## src/sv/ttb_pkg.sv

```systemverilog
package ttb_pkg;

    // Default screen geometry and backing store size
    localparam int COLUMNS_DEF     = 80;
    localparam int ROWS_DEF        = 50;
    localparam int STORE_DEPTH_DEF = 4096;

    // Fixed field widths of the channels
    localparam int CHAR_W   = 8;
    localparam int CIDX_W   = 12;
    localparam int CURPOS_W = 12;

    // Command and key codes
    localparam logic              CMD_KEY       = 1'b0;
    localparam logic              CMD_READ      = 1'b1;
    localparam logic [CHAR_W-1:0] KEY_NEWLINE   = 8'd13;
    localparam logic [CHAR_W-1:0] KEY_BACKSPACE = 8'd8;

    // Depth of the queue between front and back
    localparam int QUEUE_DEPTH = 2;

    typedef enum logic [1:0] {
        OP_CHAR,
        OP_NEWLINE,
        OP_BACKSPACE,
        OP_READ
    } t_op;

    typedef struct packed {
        logic              command;
        logic [CHAR_W-1:0] char_code;
        logic [CIDX_W-1:0] cell_index;
    } t_in_beat;

    typedef struct packed {
        logic [CHAR_W-1:0]   read_data;
        logic [CURPOS_W-1:0] cursor_position;
        logic                scrolled;
    } t_out_beat;

    typedef struct packed {
        t_op               op;
        logic [CHAR_W-1:0] char_code;
        logic [CIDX_W-1:0] cell_index;
    } t_cmd;

endpackage

```

## src/sv/ttb_front.sv

```systemverilog
// Input stage: take a beat, decode it into an operation, hand it to the queue.
module ttb_front (
    input  logic            i_clk,
    input  logic            i_rst_n,
    input  logic            i_hold,
    input  logic            i_in_valid,
    output logic            o_in_stall,
    input  ttb_pkg::t_in_beat i_in_beat,
    output logic            o_push_valid,
    output ttb_pkg::t_cmd   o_push_cmd,
    input  logic            i_push_ready
);

    logic          r_valid;
    ttb_pkg::t_cmd r_cmd;
    ttb_pkg::t_cmd n_cmd;
    logic          accept;
    logic          push;

    assign push       = r_valid && i_push_ready;
    assign o_in_stall = i_hold || (r_valid && !i_push_ready);
    assign accept     = i_in_valid && !o_in_stall;

    always_comb begin
        n_cmd.char_code  = i_in_beat.char_code;
        n_cmd.cell_index = i_in_beat.cell_index;
        if (i_in_beat.command == ttb_pkg::CMD_READ) begin
            n_cmd.op = ttb_pkg::OP_READ;
        end else if (i_in_beat.char_code == ttb_pkg::KEY_NEWLINE) begin
            n_cmd.op = ttb_pkg::OP_NEWLINE;
        end else if (i_in_beat.char_code == ttb_pkg::KEY_BACKSPACE) begin
            n_cmd.op = ttb_pkg::OP_BACKSPACE;
        end else begin
            n_cmd.op = ttb_pkg::OP_CHAR;
        end
    end

    always_ff @(posedge i_clk) begin
        if (!i_rst_n) begin
            r_valid <= 1'b0;
        end else if (accept) begin
            r_valid <= 1'b1;
        end else if (push) begin
            r_valid <= 1'b0;
        end
    end

    always_ff @(posedge i_clk) begin
        if (accept) begin
            r_cmd <= n_cmd;
        end
    end

    assign o_push_valid = r_valid;
    assign o_push_cmd   = r_cmd;

endmodule

```

## config.mk

```make
export PLATFORM = sky130hd
export DESIGN_NAME = ttb_front
export DESIGN_NICKNAME = d
export VERILOG_FILES = /design/src/sv/ttb_pkg.sv /design/src/sv/ttb_front.sv
export SDC_FILE = /design/constraint.sdc
export NUM_CORES = 1
export LEC_CHECK = 0
export ABC_CLOCK_PERIOD_IN_PS = 1800
export BUFFER_PORTS_ARGS = -buffer_cell sky130_fd_sc_hd__buf_2
export CAP_MARGIN = 20
export CORE_MARGIN = 2
export CORE_UTILIZATION = 39
export DETAILED_ROUTE_END_ITERATION = 10
export HOLD_SLACK_MARGIN = 0.1
export PLACE_DENSITY = 0.74
export SYNTH_ARGS = -nofsm -noshare
export SYNTH_HDL_FRONTEND = slang
export SYNTH_SLANG_ARGS = --single-unit
```

## constraint.sdc

```tcl
create_clock -name i_clk -period 1.8 [get_ports i_clk]
set_input_delay 0.09 -clock i_clk [delete_from_list [all_inputs] [get_ports i_clk]]
set_output_delay 0.09 -clock i_clk [all_outputs]
set_load 0.01 [all_outputs]
```

Word-level counts from Yosys, hierarchy flattened

Index checks and enable logic that the tools add are counted.

Muxes and demuxes: 4
Equal/unequal tests: 2
Reduce and logical (&&, ||, !) cells: 8

Operator list:

| operator                                                        | count |
|---|---|
| 8-bit by 4-bit == test with 1-bit output, second input constant | 2 |
| 2-bit two-way mux                                               | 2 |
| 1-bit logical AND                                               | 3 |
| 1-bit zero test                                                 | 2 |
| 1-bit two-way mux                                               | 2 |
| 2-bit nonzero test                                              | 1 |
| 2-bit OR reduction                                              | 1 |
| 1-bit logical OR                                                | 1 |

Logic and storage cells: 19
Output and inout port bits: 24
Bits in registers: 23

Depth between registers and ports, before layout

Depth after elaboration: 6
Depth in mapped cells: 2

Least setup slack after synthesis

Ideal clock, no wire load.

Path kind: flip-flop to flip-flop
From: register r_valid, in the netlist o_push_valid
To: register r_cmd (netlist bit o_push_cmd[0]), enable pin
Setup time: 0.381 ns
Data arrival time: 1.049 ns
Required time: 1.419 ns
Buffers on the path: 0
Stages on the path, launching flop included: 3
Setup slack: 0.370 ns
Period minus slack after synthesis: 1.430 ns
Cell sequence: dfxtp_1 nand2b_1 and3b_1

Cells in the longest elaborated chain, start to end: 4

RTL lines:

| what                   | RTL line        | source |
|---|---|---|
| start, declared        | ttb_front.sv:14 | `logic r_valid;` |
| start signal, assigned | ttb_front.sv:40 | `r_valid <= 1'b0;` |
| start signal, assigned | ttb_front.sv:42 | `r_valid <= 1'b1;` |
| start signal, assigned | ttb_front.sv:44 | `r_valid <= 1'b0;` |
| 1-bit logical AND      | ttb_front.sv:21 | `assign o_in_stall = i_hold \|\| (r_valid && !i_push_ready);` |
| 1-bit logical OR       | ttb_front.sv:21 |  |
| 1-bit zero test        | ttb_front.sv:22 | `assign accept = i_in_valid && !o_in_stall;` |
| 1-bit logical AND      | ttb_front.sv:22 |  |
| named net accept       | ttb_front.sv:17 | `logic accept;` |
| end signal, assigned   | ttb_front.sv:50 | `r_cmd <= n_cmd;` |
| end, declared          | ttb_front.sv:15 | `ttb_pkg::t_cmd r_cmd;` |

The timed path passes the listed nets, and every way through them passes these cells.
A chain may end at the register's enable or synchronous reset.

Worst setup path in the final report

From: input i_rst_n
To: register r_valid, in the netlist o_push_valid

RTL lines:

| what            | RTL line       | source |
|---|---|---|
| start, declared | ttb_front.sv:4 | `input logic i_rst_n,` |

No word-level cell between the ends.

==> flow_metrics.env <==
export IMPL_run_status="finished clean"
export IMPL_synth_xor_area_share_pct=0
export IMPL_rsz0062_at_grt="false"
export IMPL_pwr_density_cell_nw_per_um2=746
export IMPL_ys_seq_area_share_pct=88.9
export IMPL_grt_use_total_pct=18.6
export IMPL_gp_congestion=0.666
export IMPL_worstHoldPathCells=3
export IMPL_drc_errors=0
export IMPL_layout_drive_gt1_share_pct=50.0
export IMPL_end_kind="flop"
export IMPL_finClkSkew_ns=0.00303
export IMPL_timing_critical_path_mode_cell="dlygate4sd3_1"
export IMPL_power_leakage_nw=0.566
export IMPL_pin_count=50
export IMPL_finalWirelength_mm=2.02
export IMPL_drt_iter0_drc=7
export IMPL_synth_top_family_by_area="simple AND/OR/NAND/NOR gates"
export IMPL_tightest_slew_ns=0.281
export IMPL_synth_commonest_cells="22 x edfxtp_1, 3 x nand2b_1, 2 x nor2_1"
export IMPL_dieArea_sq_um=2330
export IMPL_cts_sinks=23
export IMPL_hold_class="in -> reg"
export IMPL_clk_latency_ns=0.30
export IMPL_yosysTopAreaCell="edfxtp_1"
export IMPL_max_cap_violations=0
export IMPL_cp_required_ns=2.00
export IMPL_yosysMostFrequentCell="edfxtp_1"
export IMPL_fin_crit_sh_pct=66.8
export IMPL_syn_inst=33
export IMPL_syn2layout_area_growth_pct=71.1
export IMPL_port_buffers=49
export IMPL_crit_family="buffers and inverters"
export IMPL_path_cells="dlygate4sd3_1, buf_2, a21boi_1, dlygate4sd3_1"
export IMPL_reg2reg_depth=3
export IMPL_cp_max_fo=1
export IMPL_cts_made_buffers=3
export IMPL_initial_core_util_pct=40.3
export IMPL_synth_fa_ha_area_share_pct=0
export IMPL_finalNonFillerCells=137
export IMPL_total_power_uw=978
export IMPL_antenna_left=0
export IMPL_core_area_sq_um=1900
export IMPL_slew_violations=0
export IMPL_synth_area_leaders="edfxtp_1 86%, nor4b_4 3.1%, dfxtp_1 2.6%, nand2b_1 2.5%, a41o_1 1.3%"
export IMPL_avgRoutedWirePerCell_microns=14.7
export IMPL_slew_headroom_pct=81.3
export IMPL_synth_compound_area_share_pct=3.43
export IMPL_tns_ns=0
export IMPL_avgSynthCellArea_sq_um=23.2
export IMPL_grt_pass1_wl_mm=3.24
export IMPL_cp_depth=4
export IMPL_dr_pass1_iters=4
export IMPL_clk_pin_slew_worst_paths_ns=0.12
export IMPL_synth_flop_cell="edfxtp_1"
export IMPL_postSynthNetCount=59
export IMPL_insertedDiodeCount=0
export IMPL_cts_setup_buffers=0
export IMPL_critical_path_slowest_cell="dlygate4sd3_1"
export IMPL_setup_ws_ns=0.597
export IMPL_post_cts_resized=0
export IMPL_cts_root_buf="clkbuf_4"
export IMPL_die_h_microns=48.3
export IMPL_peakVddDrop_v=0.000433
export IMPL_syn_area_sq_um=766
export IMPL_cts_path_max_buffers=2
export IMPL_gr_total_overflow=0
export IMPL_vias=617
export IMPL_antenna_found_initial=0
export IMPL_viasPerCell=4.50
export IMPL_tritoncts="done"
export IMPL_fin_nets=137
export IMPL_synth_warnings=0
export IMPL_grt_pass1_vias=716
export IMPL_post_route_min_period_ns=1.20
export IMPL_cp_num_buf_inv=3
export IMPL_start_kind="input pin"
export IMPL_worstSetupPathType="in -> reg"
export IMPL_synthDistinctLibCells=9
export IMPL_dp_slack_ns=0.644
export IMPL_grt_max_degree=23
export IMPL_crit_arrival_ns=1.40
export IMPL_ys_async_sr_fraction_pct=0
export IMPL_dp_cells=110
export IMPL_muxShareOfSynthArea_pct=0
export IMPL_ys_ff_latch=23
export IMPL_netlist_area_leader_share_pct=86.3
export IMPL_fmax_ghz=0.832
export IMPL_num_rows=16
export IMPL_synth_edf_count=22
export IMPL_hold_violations=0
export IMPL_setup_viol=0
export IMPL_yosys_area_share_simple_pct=7.68
export IMPL_die_w_microns=48.3
export IMPL_htree_levels=1
export IMPL_r2r_setup_slack_ns=0.60
export IMPL_cpPeakStageDelay_ns=0.55
-- layout by cell type, fill, tap and decap left out, drive strengths merged --
| cell | instances |
|---|---|
| a21boi | 1 |
| dfxtp | 1 |
| a41o | 1 |
| clkbuf | 3 |
| dlygate4sd3 | 23 |
| nand2b | 3 |
| edfxtp | 22 |
| nor2 | 2 |
| and3b | 1 |
| a31o | 1 |
| nor4b | 1 |
| buf | 50 |
| clkinv | 1 |
-- cell families after synthesis --
logic type,count (synthesis)
and+or+nand+nor,7
DFF,23
AOI/OAI and AO/OA,3
-- worst reg2reg max path, stage by stage, from the launching register on --
cell,delay [ns]
dfxtp_1,0.32
nand2b_1,0.11
and3b_1,0.17
buf_4,0.28
-- stage by stage --
step                      instance area, sq um  util [%]  hold slack, ns
after detailed placement                  1050      55.3           0.269
after global placement                    1050      55.3           0.268
after floorplan                            766         -           0.189
after CTS                                 1310      68.9           0.451
after global routing                      1310      68.9           0.465
final                                     1310      68.9           0.474
-- repair_timing --
| action | 4_1_cts | 5_1_grt |
|---|---|---|
| hold buffers | 23 | 0 |
| hold endpoints to repair | 23 | 0 |
| setup endpoints to repair | 0 | 0 |
-- layout make-up --
type                       instances  area [sq um]
tap                               27          33.8
multi-input combinational         10          85.1
timing repair buffer              73           483
fill                             129           592
sequential                        23           681
clock buffer                       3          22.5
clock inverter                     1          5.00
-- where the power goes --
part           internal, mW  switching, mW
Combinational        0.0749         0.0552
Sequential            0.613        0.00659
Clock                0.0828          0.145
-- metal layers --
layer	vias to the layer above	track usage (%)	share of wire, %
li1	284	-	-
met1	282	19.9	38
met2	47	33.6	52
met3	4	5.86	8.1
met4	0	8.57	1.6
met5	-	0	0
-- path summary, 6_finish.rpt --
kind                      from        endpoint
hold reg to reg   o_push_valid   o_push_cmd[6]
setup / recovery       i_rst_n    o_push_valid
hold / removal          i_hold   o_push_cmd[6]
setup reg to reg  o_push_valid  o_push_cmd[12]
-- flip-flops by register name, indices dropped and copies added (netlist names) --
signal and count:
o_push_cmd 22, o_push_valid 1
No activity file was read; power rests on OpenSTA's default activity.
