File: config.mk
export PLATFORM = sky130hd
export DESIGN_NAME = ttb_queue
export DESIGN_NICKNAME = d
export VERILOG_FILES = /design/src/sv/ttb_pkg.sv /design/src/sv/ttb_queue.sv
export SDC_FILE = /design/constraint.sdc
export NUM_CORES = 1
export LEC_CHECK = 0
export BUFFER_PORTS_ARGS = -buffer_cell sky130_fd_sc_hd__buf_4
export CORE_AREA = 3 3 65 67
export DETAILED_ROUTE_END_ITERATION = 8
export DIE_AREA = 0 0 68 70
export PLACE_DENSITY = 0.74
export SYNTH_ARGS = -nofsm -noshare
export SYNTH_HDL_FRONTEND = slang
export SYNTH_SLANG_ARGS = --single-unit
File: constraint.sdc
create_clock -name i_clk -period 2.25 [get_ports i_clk]
set_clock_uncertainty 0.05 [all_clocks]
set_input_delay 0.225 -clock i_clk [delete_from_list [all_inputs] [get_ports i_clk]]
set_output_delay 0.225 -clock i_clk [all_outputs]
set_load 0.02 [all_outputs]
File: src/sv/ttb_pkg.sv
package ttb_pkg;

    // Default screen geometry and backing store size
    localparam int COLUMNS_DEF     = 80;
    localparam int ROWS_DEF        = 50;
    localparam int STORE_DEPTH_DEF = 4096;

    // Fixed field widths of the channels
    localparam int CHAR_W   = 8;
    localparam int CIDX_W   = 12;
    localparam int CURPOS_W = 12;

    // Command and key codes
    localparam logic              CMD_KEY       = 1'b0;
    localparam logic              CMD_READ      = 1'b1;
    localparam logic [CHAR_W-1:0] KEY_NEWLINE   = 8'd13;
    localparam logic [CHAR_W-1:0] KEY_BACKSPACE = 8'd8;

    // Depth of the queue between front and back
    localparam int QUEUE_DEPTH = 2;

    typedef enum logic [1:0] {
        OP_CHAR,
        OP_NEWLINE,
        OP_BACKSPACE,
        OP_READ
    } t_op;

    typedef struct packed {
        logic              command;
        logic [CHAR_W-1:0] char_code;
        logic [CIDX_W-1:0] cell_index;
    } t_in_beat;

    typedef struct packed {
        logic [CHAR_W-1:0]   read_data;
        logic [CURPOS_W-1:0] cursor_position;
        logic                scrolled;
    } t_out_beat;

    typedef struct packed {
        t_op               op;
        logic [CHAR_W-1:0] char_code;
        logic [CIDX_W-1:0] cell_index;
    } t_cmd;

endpackage

File: src/sv/ttb_queue.sv
// Small FIFO between decode and execution.
module ttb_queue (
    input  logic          i_clk,
    input  logic          i_rst_n,
    input  logic          i_push_valid,
    input  ttb_pkg::t_cmd i_push_cmd,
    output logic          o_push_ready,
    output logic          o_pop_valid,
    output ttb_pkg::t_cmd o_pop_cmd,
    input  logic          i_pop_ready
);

    localparam int PW = (ttb_pkg::QUEUE_DEPTH > 1) ? $clog2(ttb_pkg::QUEUE_DEPTH) : 1;
    localparam int NW = $clog2(ttb_pkg::QUEUE_DEPTH + 1);

    ttb_pkg::t_cmd r_slot [ttb_pkg::QUEUE_DEPTH];
    logic [PW-1:0] r_wr_ptr;
    logic [PW-1:0] r_rd_ptr;
    logic [NW-1:0] r_count;
    logic          push;
    logic          pop;

    function automatic logic [PW-1:0] ptr_inc(input logic [PW-1:0] p);
        if (p == PW'(ttb_pkg::QUEUE_DEPTH - 1)) begin
            return '0;
        end
        return p + 1'b1;
    endfunction

    assign o_push_ready = (r_count != NW'(ttb_pkg::QUEUE_DEPTH));
    assign o_pop_valid  = (r_count != '0);
    assign push         = i_push_valid && o_push_ready;
    assign pop          = o_pop_valid && i_pop_ready;
    assign o_pop_cmd    = r_slot[r_rd_ptr];

    always_ff @(posedge i_clk) begin
        if (!i_rst_n) begin
            r_wr_ptr <= '0;
            r_rd_ptr <= '0;
            r_count  <= '0;
        end else begin
            if (push) begin
                r_wr_ptr <= ptr_inc(r_wr_ptr);
            end
            if (pop) begin
                r_rd_ptr <= ptr_inc(r_rd_ptr);
            end
            if (push && !pop) begin
                r_count <= r_count + 1'b1;
            end else if (pop && !push) begin
                r_count <= r_count - 1'b1;
            end
        end
    end

    always_ff @(posedge i_clk) begin
        if (push) begin
            r_slot[r_wr_ptr] <= i_push_cmd;
        end
    end

endmodule

# Word-level counts from Yosys, hierarchy flattened
# Memory sizes are Yosys's and may differ from the RTL's. A register that Yosys moved wholly into a read port is not among the register bits.
# Cells that the tools add are included.
# op_classes
eq_ne	1
n_reduce_logical	8
n_mux	16
n_addsub	4
# op_table
operator	count
two-way mux 1 bit	14
logical AND 1 bit	4
two-way mux 2 bit	2
nonzero test 2 bit	2
adder 1 bit (second input constant)	2
adder 2 x 1 -> 2 bit (second input constant)	1
zero test 1 bit	2
!= test 2 bit (second input constant)	1
subtractor 2 x 1 -> 2 bit (second input constant)	1
# totals
reg_bits	4
n_memories	1
input_bits	26
ram_bits	44
word_cells	33
output_inout_bits	24
# mem_list
memory	depth	width	rd	rd_ports_with_merged_regs	wr	line	source
r_slot	2	22	1	1	1	ttb_queue.sv:16	ttb_pkg::t_cmd r_slot [ttb_pkg::QUEUE_DEPTH];

# Logic depth before layout (Yosys ltp)
# Gate-level depths: netlist (run 1).
# logic_depth
word_depth	7
ltp_mapped	6
ltp_nobuf	6

# Least setup slack after synthesis (run 1)
# OpenSTA, ideal clock, no wires.
# synth_timing
kind	reg-to-reg
from	reg r_count[0]
to	mem r_slot[1][0] (netlist name) (enable)
setup_time_ns	0.381
stages_incl_launch_ff	3
slack_ns	0.609
arrival_ns	1.211
period_less_slack_ns	1.641
required_ns	1.819
n_path_buf	0
cell_sequence	dfxtp_1 > nand2b_4 > and3_1
# synth_between
elab_chain_cells	4
# synth_lines
element	line	source
start: declaration	ttb_queue.sv:19	logic [NW-1:0] r_count;
start signal: assignment	ttb_queue.sv:49	r_count <= r_count + 1'b1;
start signal: assignment	ttb_queue.sv:51	r_count <= r_count - 1'b1;
!= test 2 bit	ttb_queue.sv:30	assign o_push_ready = (r_count != NW'(ttb_pkg::QUEUE_DEPTH));
named net o_push_ready	ttb_queue.sv:7	output logic o_push_ready,
logical AND 1 bit	ttb_queue.sv:32	assign push = i_push_valid && o_push_ready;
two-way mux 1 bit	ttb_queue.sv:57	if (push) begin
two-way mux 1 bit (implied by the code)	ttb_queue.sv:58	r_slot[r_wr_ptr] <= i_push_cmd;
end: declaration	ttb_queue.sv:16	
# The timed path passes the listed nets, and every way through them passes these cells.

# Worst setup path after layout (run 1)
# layout_timing
from	reg r_count[0]
to	reg r_count[1]
# layout_between
elab_chain_cells	5
elab_cells_between_ends	13
classes_between	add/sub (2); eq/ne (1); mux (2); reduce/logical (8)
# layout_lines
element	line	source
!= test 2 bit *	ttb_queue.sv:30	
logical AND 1 bit *	ttb_queue.sv:32	
named net push	ttb_queue.sv:20	logic push;
zero test 1 bit	ttb_queue.sv:50	end else if (pop && !push) begin
logical AND 1 bit	ttb_queue.sv:50	
nonzero test 2 bit (no line)	--	
# Mark *: on every way through the listed nets, which the timed path passes. The rest lies on a longest branch. The select of a mux whose other input is x is not followed.
# A chain may end at the register's enable or synchronous reset.

==> flow_summary.json, run 1 <==
{
  "grt_pass1_vias": 1070,
  "total_power_mw": 2.67,
  "hold_buffers": 0,
  "period_minus_slack_ns": 1.68,
  "p_clk_share_pct": 21.5,
  "placed_cells": 191,
  "synth_top_cell_by_area": "edfxtp_1",
  "power_frac_seq_pct": 44.6,
  "rsz0062_at_grt": "no",
  "final_nets": 177,
  "drv_cap": 0,
  "area_growth_pct": 31.7,
  "grt_max_degree": 15,
  "track_usage_pct": 14.0,
  "cts_tree": "built",
  "hold_path_class": "in -> reg",
  "htree_levels": 2,
  "synthFlopType": "edfxtp_1",
  "start_util_pct": 49.4,
  "dp_hpwl_um": 2190,
  "clock_latency_ns": 0.28,
  "n_fill_cell": 284,
  "path_class": "reg -> reg",
  "hold_path_end": "r_slot[1][11]",
  "cts_setup_buffers": 0,
  "wl_per_cell_um": 15.1,
  "fmax_mhz": 596,
  "die_area_mm2": 0.00476,
  "setup_viol_count_final": 0,
  "yosys-top-cells-count": "44 x edfxtp_1, 22 x mux2_2, 5 x dfxtp_1",
  "dieHeight_um": 70,
  "overflow": 0,
  "avgSynthCellArea_um2": 19.8,
  "hold_depth": 1,
  "synthArstFlopShare_pct": 0,
  "ys_seq_area_share_pct": 78.0,
  "p_sw_share_pct": 28.3,
  "peakVddDrop_v": 0.000649,
  "cts.clk_slew.worst_paths_ns": 0.08,
  "drive_gt1_share_pct": 56.7,
  "crit_fanout": 5,
  "reg2reg_to": "r_count[1]",
  "placement.io_buffers": 49,
  "p_leak_nw": 0.913,
  "hold_start": "i_push_cmd[11]",
  "netlist.area_leader.share_pct": 72.5,
  "viasPerCell": 4.96,
  "slew_headroom_pct": 68.5,
  "crit_path_end_kind": "flop",
  "root_buffer": "clkbuf_8",
  "crit_arrival_ns": 1.85,
  "tightest_slew_ns": 0.472,
  "ios": 50,
  "synth_cell_types": 19,
  "fp.dieW_um": 68,
  "cts_sinks": 49,
  "synth.area.top_cells": "edfxtp_1 73%, mux2_2 14%, dfxtp_1 5.5%",
  "synth.net_count": 119,
  "coreArea_mm2": 0.00369,
  "postRouteAntennaNets": 0,
  "power.internal_mw": 1.91,
  "reg2reg_depth": 5,
  "start_kind": "flop",
  "comb_power_share_pct": 33.8,
  "synthCells": 92,
  "drt_iter0_markers": 20,
  "min_period_over_period_pct": 74.6,
  "power_density_mw_per_mm2": 1110,
  "yosys.cell_count.top_type": "edfxtp_1",
  "dr.pass1.iters": 4,
  "antenna_found_initial": 0,
  "drc_errors": 0,
  "r2r-start": "r_count[0]",
  "synth_edf_count": 44,
  "finalSetupTns_ns": 0,
  "hold_viol": 0,
  "drt-total-wl_um": 2990,
  "insertedDiodeCount": 0,
  "fin_cells": 198,
  "rows": 22,
  "synth_seq_cells": 49,
  "cts_resized": 0,
  "gp_congestion": 0.651,
  "status": "completed",
  "drv_slew": 0,
  "power_switching_mw": 0.757,
  "worst_ep_required_time_ns": 2.42,
  "yosys_warnings": 0,
  "grt_pass1_wl_um": 4870,
  "max-clock-path-buffers": 2,
  "vias": 982,
  "cts_buffers": 5,
  "mappedNetlistArea_mm2": 0.00182,
  "rrSetupSlack_ns": 0.57
}
layout make-up:
class / count / area [um2] / area share (%)
multi-input cells: 40 / 387 / 16.1
well taps: 48 / 60.1 / 2.50
clock buffers: 5 / 68.8 / 2.87
repair buffers: 53 / 423 / 17.6
clock inverters: 2 / 35.0 / 1.46
flip-flops and latches: 49 / 1420 / 59.3
inverters: 1 / 3.75 / 0.156
sequential cells by signal, summed over array words and instances (netlist names), named ones only:
name and cells:
r_wr_ptr 1, r_rd_ptr 1, r_slot 44, r_count 2
power by group through the flow:
stage	registers, mW	logic [mW]	clock network [mW]
floorplan	1.20	0.551	0
global placement	1.20	0.894	0
detailed placement	1.21	0.917	0
CTS	1.19	0.921	0.591
global route	1.20	0.973	0.625
finish	1.19	0.903	0.574
cells by family (layout without fill, tap and decap cells):
group | Yosys count | after routing | synth area share (%)
XOR/XNOR | 3 | 3 | 1.44
multiplexers | 22 | 22 | 13.6
buffers and inverters | 3 | 61 | 0.755
AND/OR/NAND/NOR | 9 | 9 | 3.57
flip-flops | 49 | 49 | 78.0
AO/OA/AOI/OAI | 5 | 5 | 1.92
adder cells (fa/ha/maj) | 1 | 1 | 0.687
cell usage in the layout, fill, tap and decap left out, drive strengths merged, types with 2 or more instances in the layout:
master	Yosys	layout
mux2	22	22
edfxtp	44	44
o21ai	2	2
clkbuf	0	5
a21boi	2	2
buf	2	53
dfxtp	5	5
xnor2	2	2
and2	4	4
worst max path at each step:
stage / to / slack (ns) / depth (start not counted) / startpoint
2_1_floorplan: r_slot[1][0] / 0.61 / 2 / r_count[0]
3_3_place_gp: r_slot[1][9] / 0.69 / 3 / r_count[0]
3_5_place_dp: r_count[1] / 0.57 / 5 / r_count[0]
4_1_cts: r_count[1] / 0.57 / 5 / r_count[0]
5_1_grt: r_count[1] / 0.51 / 5 / r_count[0]
6_report: r_count[1] / 0.57 / 5 / r_count[0]
worst max-delay path, stage by stage, from the launching register on:
cell      delay, ns
dfxtp_1        0.37
nand2b_4       0.18
and2_1         0.17
ha_1           0.33
or3_1          0.36
a21boi_1       0.16
per-stage QoR:
stage	utilization, %	worst slack [ns]	cell area [um2]	hold WS (ns)
floorplan	-	0.609	1820	0.274
global placement	62.2	0.688	2290	0.361
detailed placement	62.2	0.572	2290	0.363
CTS	65.0	0.574	2400	0.0562
global route	65.0	0.505	2400	0.0529
finish	65.0	0.571	2400	0.0674
metal layers:
| metal | GRT usage, % | wire [um] | vias to the layer above |
|---|---|---|---|
| li1 | - | - | 468 |
| met1 | 14.6 | 1070 | 487 |
| met2 | 24.6 | 1730 | 23 |
| met3 | 3.54 | 153 | 4 |
| met4 | 7.73 | 29 | 0 |
| met5 | 0 | 0 | - |
Power figures use the tool's default switching activity.
==> inputs of run 2 (changes only) <==
==> constraint.sdc (replaced) <==
create_clock -name i_clk -period 1.7 [get_ports i_clk]
set_clock_uncertainty 0.05 [all_clocks]
set_input_delay 0.17 -clock i_clk [delete_from_list [all_inputs] [get_ports i_clk]]
set_output_delay 0.17 -clock i_clk [all_outputs]
set_load 0.02 [all_outputs]
==> flow_summary.json, run 2 (synthesis results as in run 1) <==
{
  "critPathMaxStageDelay_ns": 0.36,
  "rows": 22,
  "reg2reg_depth": 6,
  "p_leak_nw": 1.02,
  "design_area_mm2": 0.00263,
  "setup_viol_count_final": 0,
  "clock_latency_ns": 0.29,
  "cp_cell_sequence": "nand2b_4 -> and2_1 -> ha_4 -> xor2_1 -> or3_1 -> a21boi_1",
  "fmax_mhz": 632,
  "path_class": "reg -> reg",
  "placement.io_buffers": 49,
  "area_growth_pct": 44.6,
  "start_util_pct": 49.4,
  "cts_tree": "built",
  "drt_iter0_markers": 53,
  "max-clock-path-buffers": 2,
  "status": "completed",
  "top_regs": "r_slot: 44 flops, r_count: 2 flops",
  "die_area_mm2": 0.00476,
  "ios": 50,
  "vias": 1028,
  "layout_commonest_cell": "buf_4",
  "drc_errors": 0,
  "drv_slew": 0,
  "worst_ep_required_time_ns": 1.87,
  "fp.dieW_um": 68,
  "cts_sinks": 49,
  "hold_viol": 0,
  "dieHeight_um": 70,
  "wl_per_cell_um": 14.9,
  "viasPerCell": 4.65,
  "largest_reg_flops": 44,
  "coreArea_mm2": 0.00369,
  "hold_depth": 1,
  "cts_setup_buffers": 0,
  "drive_gt1_share_pct": 52.6,
  "final_cell_mix": "55 x buf_4, 44 x edfxtp_1, 22 x mux2_2",
  "crit_fanout": 5,
  "htree_levels": 2,
  "grt_max_degree": 16,
  "crit_path_end_kind": "flop",
  "dp_hpwl_um": 2160,
  "power_density_mw_per_mm2": 1430,
  "drv_cap": 0,
  "insertedDiodeCount": 0,
  "peakVddDrop_v": 0.000971,
  "start_kind": "flop",
  "hold_path_class": "in -> reg",
  "finalSetupTns_ns": 0,
  "period_minus_slack_ns": 1.58,
  "grt_pass1_wl_um": 4770,
  "crit_arrival_ns": 1.75,
  "rsz0062_at_grt": "no",
  "postRouteAntennaNets": 0,
  "antenna_found_initial": 0,
  "slew_headroom_pct": 77.8,
  "overflow": 0,
  "tightest_slew_ns": 0.331,
  "min_period_over_period_pct": 93.0,
  "max_flop_register": "r_slot",
  "dr.pass1.iters": 4,
  "track_usage_pct": 13.6,
  "final_util_pct": 71.4,
  "slowest_stage": "dfxtp_2",
  "root_buffer": "clkbuf_8",
  "final_nets": 199,
  "grt_pass1_vias": 1032,
  "cts_buffers": 5,
  "fin_hold_ws_ns": 0.0154,
  "cts.clk_slew.worst_paths_ns": 0.08,
  "place_area_mm2": 0.00228,
  "gp_congestion": 0.631,
  "drt-total-wl_um": 3290
}
[run 2: cell count changes in the layout (fill, tap and decap cells not counted), sizes merged]
cell         change
bufinv           +1
buf              +2
dlygate4sd3     +20
[run 2: final cells by class]
type                    count  area, um2
inverters                   1       3.75
clock buffers               5       68.8
clock inverters             3       65.1
well taps                  48       60.1
repair buffers             75        613
multi-input cells          40        399
flip-flops and latches     49       1420
fillers                   266       1050
[run 2: final timing paths]
check                  endpoint           start  slack (ns)
setup reg to reg     r_count[1]      r_count[0]        0.12
setup / recovery     r_count[1]      r_count[0]        0.12
hold reg to reg      r_count[1]      r_count[1]        0.49
hold / removal    r_slot[1][21]  i_push_cmd[21]        0.02
[run 2: metal layers]
layer	global-route usage, %	wire length, um	up-vias
met1	14.7	1280	482
met5	0	0	-
met4	5.30	63	0
li1	-	-	510
met2	23.8	1800	29
met3	4.50	145	7
[run 2: report_power, final]
part,internal (mW),leakage [nW],switching (mW),total (mW)
combinational,0.629,0.495,0.613,1.24
sequential,1.51,0.453,0.0661,1.58
clock,0.584,0.0681,0.367,0.951
total,2.73,1.02,1.05,3.77
[run 2: timing repair]
action	4_1_cts	5_1_grt
hold endpoints to repair	2	38
resized for setup	0	3
hold buffers	1	19
setup endpoints to repair	0	1
[run 2: worst max-delay path: cells and delay by family, from the launching register on]
kind | cells | cell delay, ns
simple gates | 3 | 0.67
flops | 1 | 0.36
compound gates | 1 | 0.14
fa+ha+maj | 1 | 0.16
xor+xnor | 1 | 0.14
[run 2: through the flow]
| step | power [mW] | cells | setup WS, ns |
|---|---|---|---|
| after floorplan | 2.32 | 92 | 0.0589 |
| after global placement | 2.76 | 193 | 0.153 |
| after detailed placement | 2.80 | 193 | 0.0370 |
| final | 3.77 | 221 | 0.118 |
| after CTS | 3.74 | 202 | 0.0202 |
| after global routing | 3.95 | 221 | 0.0325 |
==> inputs of run 3 (changes only) <==
--- a/config.mk
+++ b/config.mk
@@ -10,6 +10,7 @@
 export DETAILED_ROUTE_END_ITERATION = 8
 export DIE_AREA = 0 0 68 70
 export PLACE_DENSITY = 0.74
+export SETUP_SLACK_MARGIN = 0.15
 export SYNTH_ARGS = -nofsm -noshare
 export SYNTH_HDL_FRONTEND = slang
 export SYNTH_SLANG_ARGS = --single-unit
==> flow_summary.json, run 3 (synthesis results as in run 1) <==
{
  "grt_pass1_wl_um": 4740,
  "hold_depth": 1,
  "placed_cells": 191,
  "htree_levels": 2,
  "crit_arrival_ns": 1.75,
  "power_frac_seq_pct": 42.5,
  "viasPerCell": 4.88,
  "tightest_slew_ns": 0.359,
  "dp_hpwl_um": 2100,
  "area_growth_pct": 46.4,
  "status": "completed",
  "cts_sinks": 49,
  "drv_cap": 0,
  "grt_max_degree": 15,
  "largest_reg_flops": 44,
  "final_cell_mix": "44 x edfxtp_1, 31 x buf_4, 22 x mux2_4",
  "crit_path_end_kind": "flop",
  "slowest_stage": "dfxtp_4",
  "finalSetupTns_ns": 0,
  "p_leak_nw": 1.04,
  "insertedDiodeCount": 0,
  "fp.dieW_um": 68,
  "grt_pass1_vias": 1010,
  "cp_cell_sequence": "nand2b_4 -> and2_4 -> ha_4 -> xor2_2 -> or3_1 -> a21boi_1",
  "reg2reg_depth": 6,
  "drt_iter0_markers": 52,
  "drt-total-wl_um": 3370,
  "layout_commonest_cell": "edfxtp_1",
  "power_switching_mw": 1.13,
  "cts.clk_slew.worst_paths_ns": 0.08,
  "drive_gt1_share_pct": 59.4,
  "power_density_mw_per_mm2": 1440,
  "drv_slew": 0,
  "p_clk_share_pct": 16.1,
  "period_minus_slack_ns": 1.59,
  "start_util_pct": 49.4,
  "critical-path-top-delay-family": "simple AND/OR/NAND/NOR gates",
  "critPathMaxStageDelay_ns": 0.37,
  "worst_ep_required_time_ns": 1.87,
  "overflow": 0,
  "crit_fanout": 5,
  "top_regs": "r_slot: 44 flops, r_count: 2 flops",
  "fmax_mhz": 630,
  "cts_tree": "built",
  "dieHeight_um": 70,
  "vias": 1015,
  "peakVddDrop_v": 0.000968,
  "postRouteAntennaNets": 0,
  "antenna_found_initial": 0,
  "root_buffer": "clkbuf_8",
  "placement.io_buffers": 49,
  "die_area_mm2": 0.00476,
  "wl_per_cell_um": 16.2,
  "rsz0062_at_grt": "yes",
  "n_fill_cell": 263,
  "power.internal_mw": 2.70,
  "final_nets": 186,
  "slew_headroom_pct": 75.9,
  "setup_viol_count_final": 0,
  "rows": 22,
  "start_kind": "flop",
  "final_util_pct": 72.3,
  "crit_cells": 6,
  "fin_cells": 208,
  "track_usage_pct": 13.8,
  "max-clock-path-buffers": 2,
  "clock_latency_ns": 0.29,
  "p_sw_share_pct": 29.4,
  "hold_path_class": "in -> reg",
  "hold_viol": 0,
  "drc_errors": 0,
  "comb_power_share_pct": 41.4,
  "dr.pass1.iters": 4,
  "coreArea_mm2": 0.00369,
  "max_flop_register": "r_slot",
  "gp_congestion": 0.655,
  "worst-path-buf-inv": 0,
  "min_period_over_period_pct": 93.3,
  "path_class": "reg -> reg",
  "ios": 50,
  "cts_buffers": 5,
  "total_power_mw": 3.83
}
==> run 3: cell count changes in the layout (fill, tap and decap cells not counted), sizes merged <==
cell / change
dlygate4sd3: -15
clkbuf: +3
bufinv: -2
clkinvlp: +2
inv: -1
==> run 3: metrics by stage <==
| stage | hold WS [ns] | setup slack (ns) | area (um2) |
|---|---|---|---|
| 4_1_cts | 0.00586 | 0.125 | 2400 |
| 3_5_place_dp | 0.309 | 0.0918 | 2290 |
| 5_1_grt | 0.000882 | 0.0594 | 2670 |
| 6_report | 0.0123 | 0.114 | 2670 |
| 2_1_floorplan | 0.219 | 0.173 | 1840 |
| 3_3_place_gp | 0.307 | 0.165 | 2290 |
==> run 3: worst paths after layout <==
path	startpoint	end	slack (ns)
max reg2reg	r_count[0]	r_count[1]	0.11
min	i_push_cmd[1]	r_slot[1][1]	0.01
min reg2reg	r_count[1]	r_count[1]	0.48
max	r_count[0]	r_count[1]	0.11
==> run 3: metal layers <==
layer	track usage, %	part of all wire [%]
met5	0	0
met4	6.62	2.3
met3	4.98	4.3
met2	23.2	55
met1	15.0	39
==> run 3: final cells by class <==
type	instances	area [um2]	share of cell area [%]
repair inverters	1	7.51	0.281
repair buffers	61	589	22.1
clock inverters	1	3.75	0.141
flip-flops and latches	49	1430	53.6
inverters	1	7.51	0.281
clock buffers	7	76.3	2.86
well taps	48	60.1	2.25
multi-input cells	40	493	18.5
==> run 3: timing repair <==
action                                  in CTS  in global routing
hold buffers                                 0                  5
hold endpoints to repair                     0                  9
setup buffers                                0                  1
endpoints found under the setup margin      42                 23
cloned                                       2                  1
resized for setup                           10                 48
pin swaps                                    1                  3
==> run 3: power groups by stage <==
stage	Sequential (mW)	Combinational, mW	Clock [mW]
finish	1.63	1.59	0.618
global route	1.64	1.69	0.688
CTS	1.60	1.26	0.634
detailed placement	1.61	1.20	0
global placement	1.59	1.17	0
floorplan	1.59	0.752	0
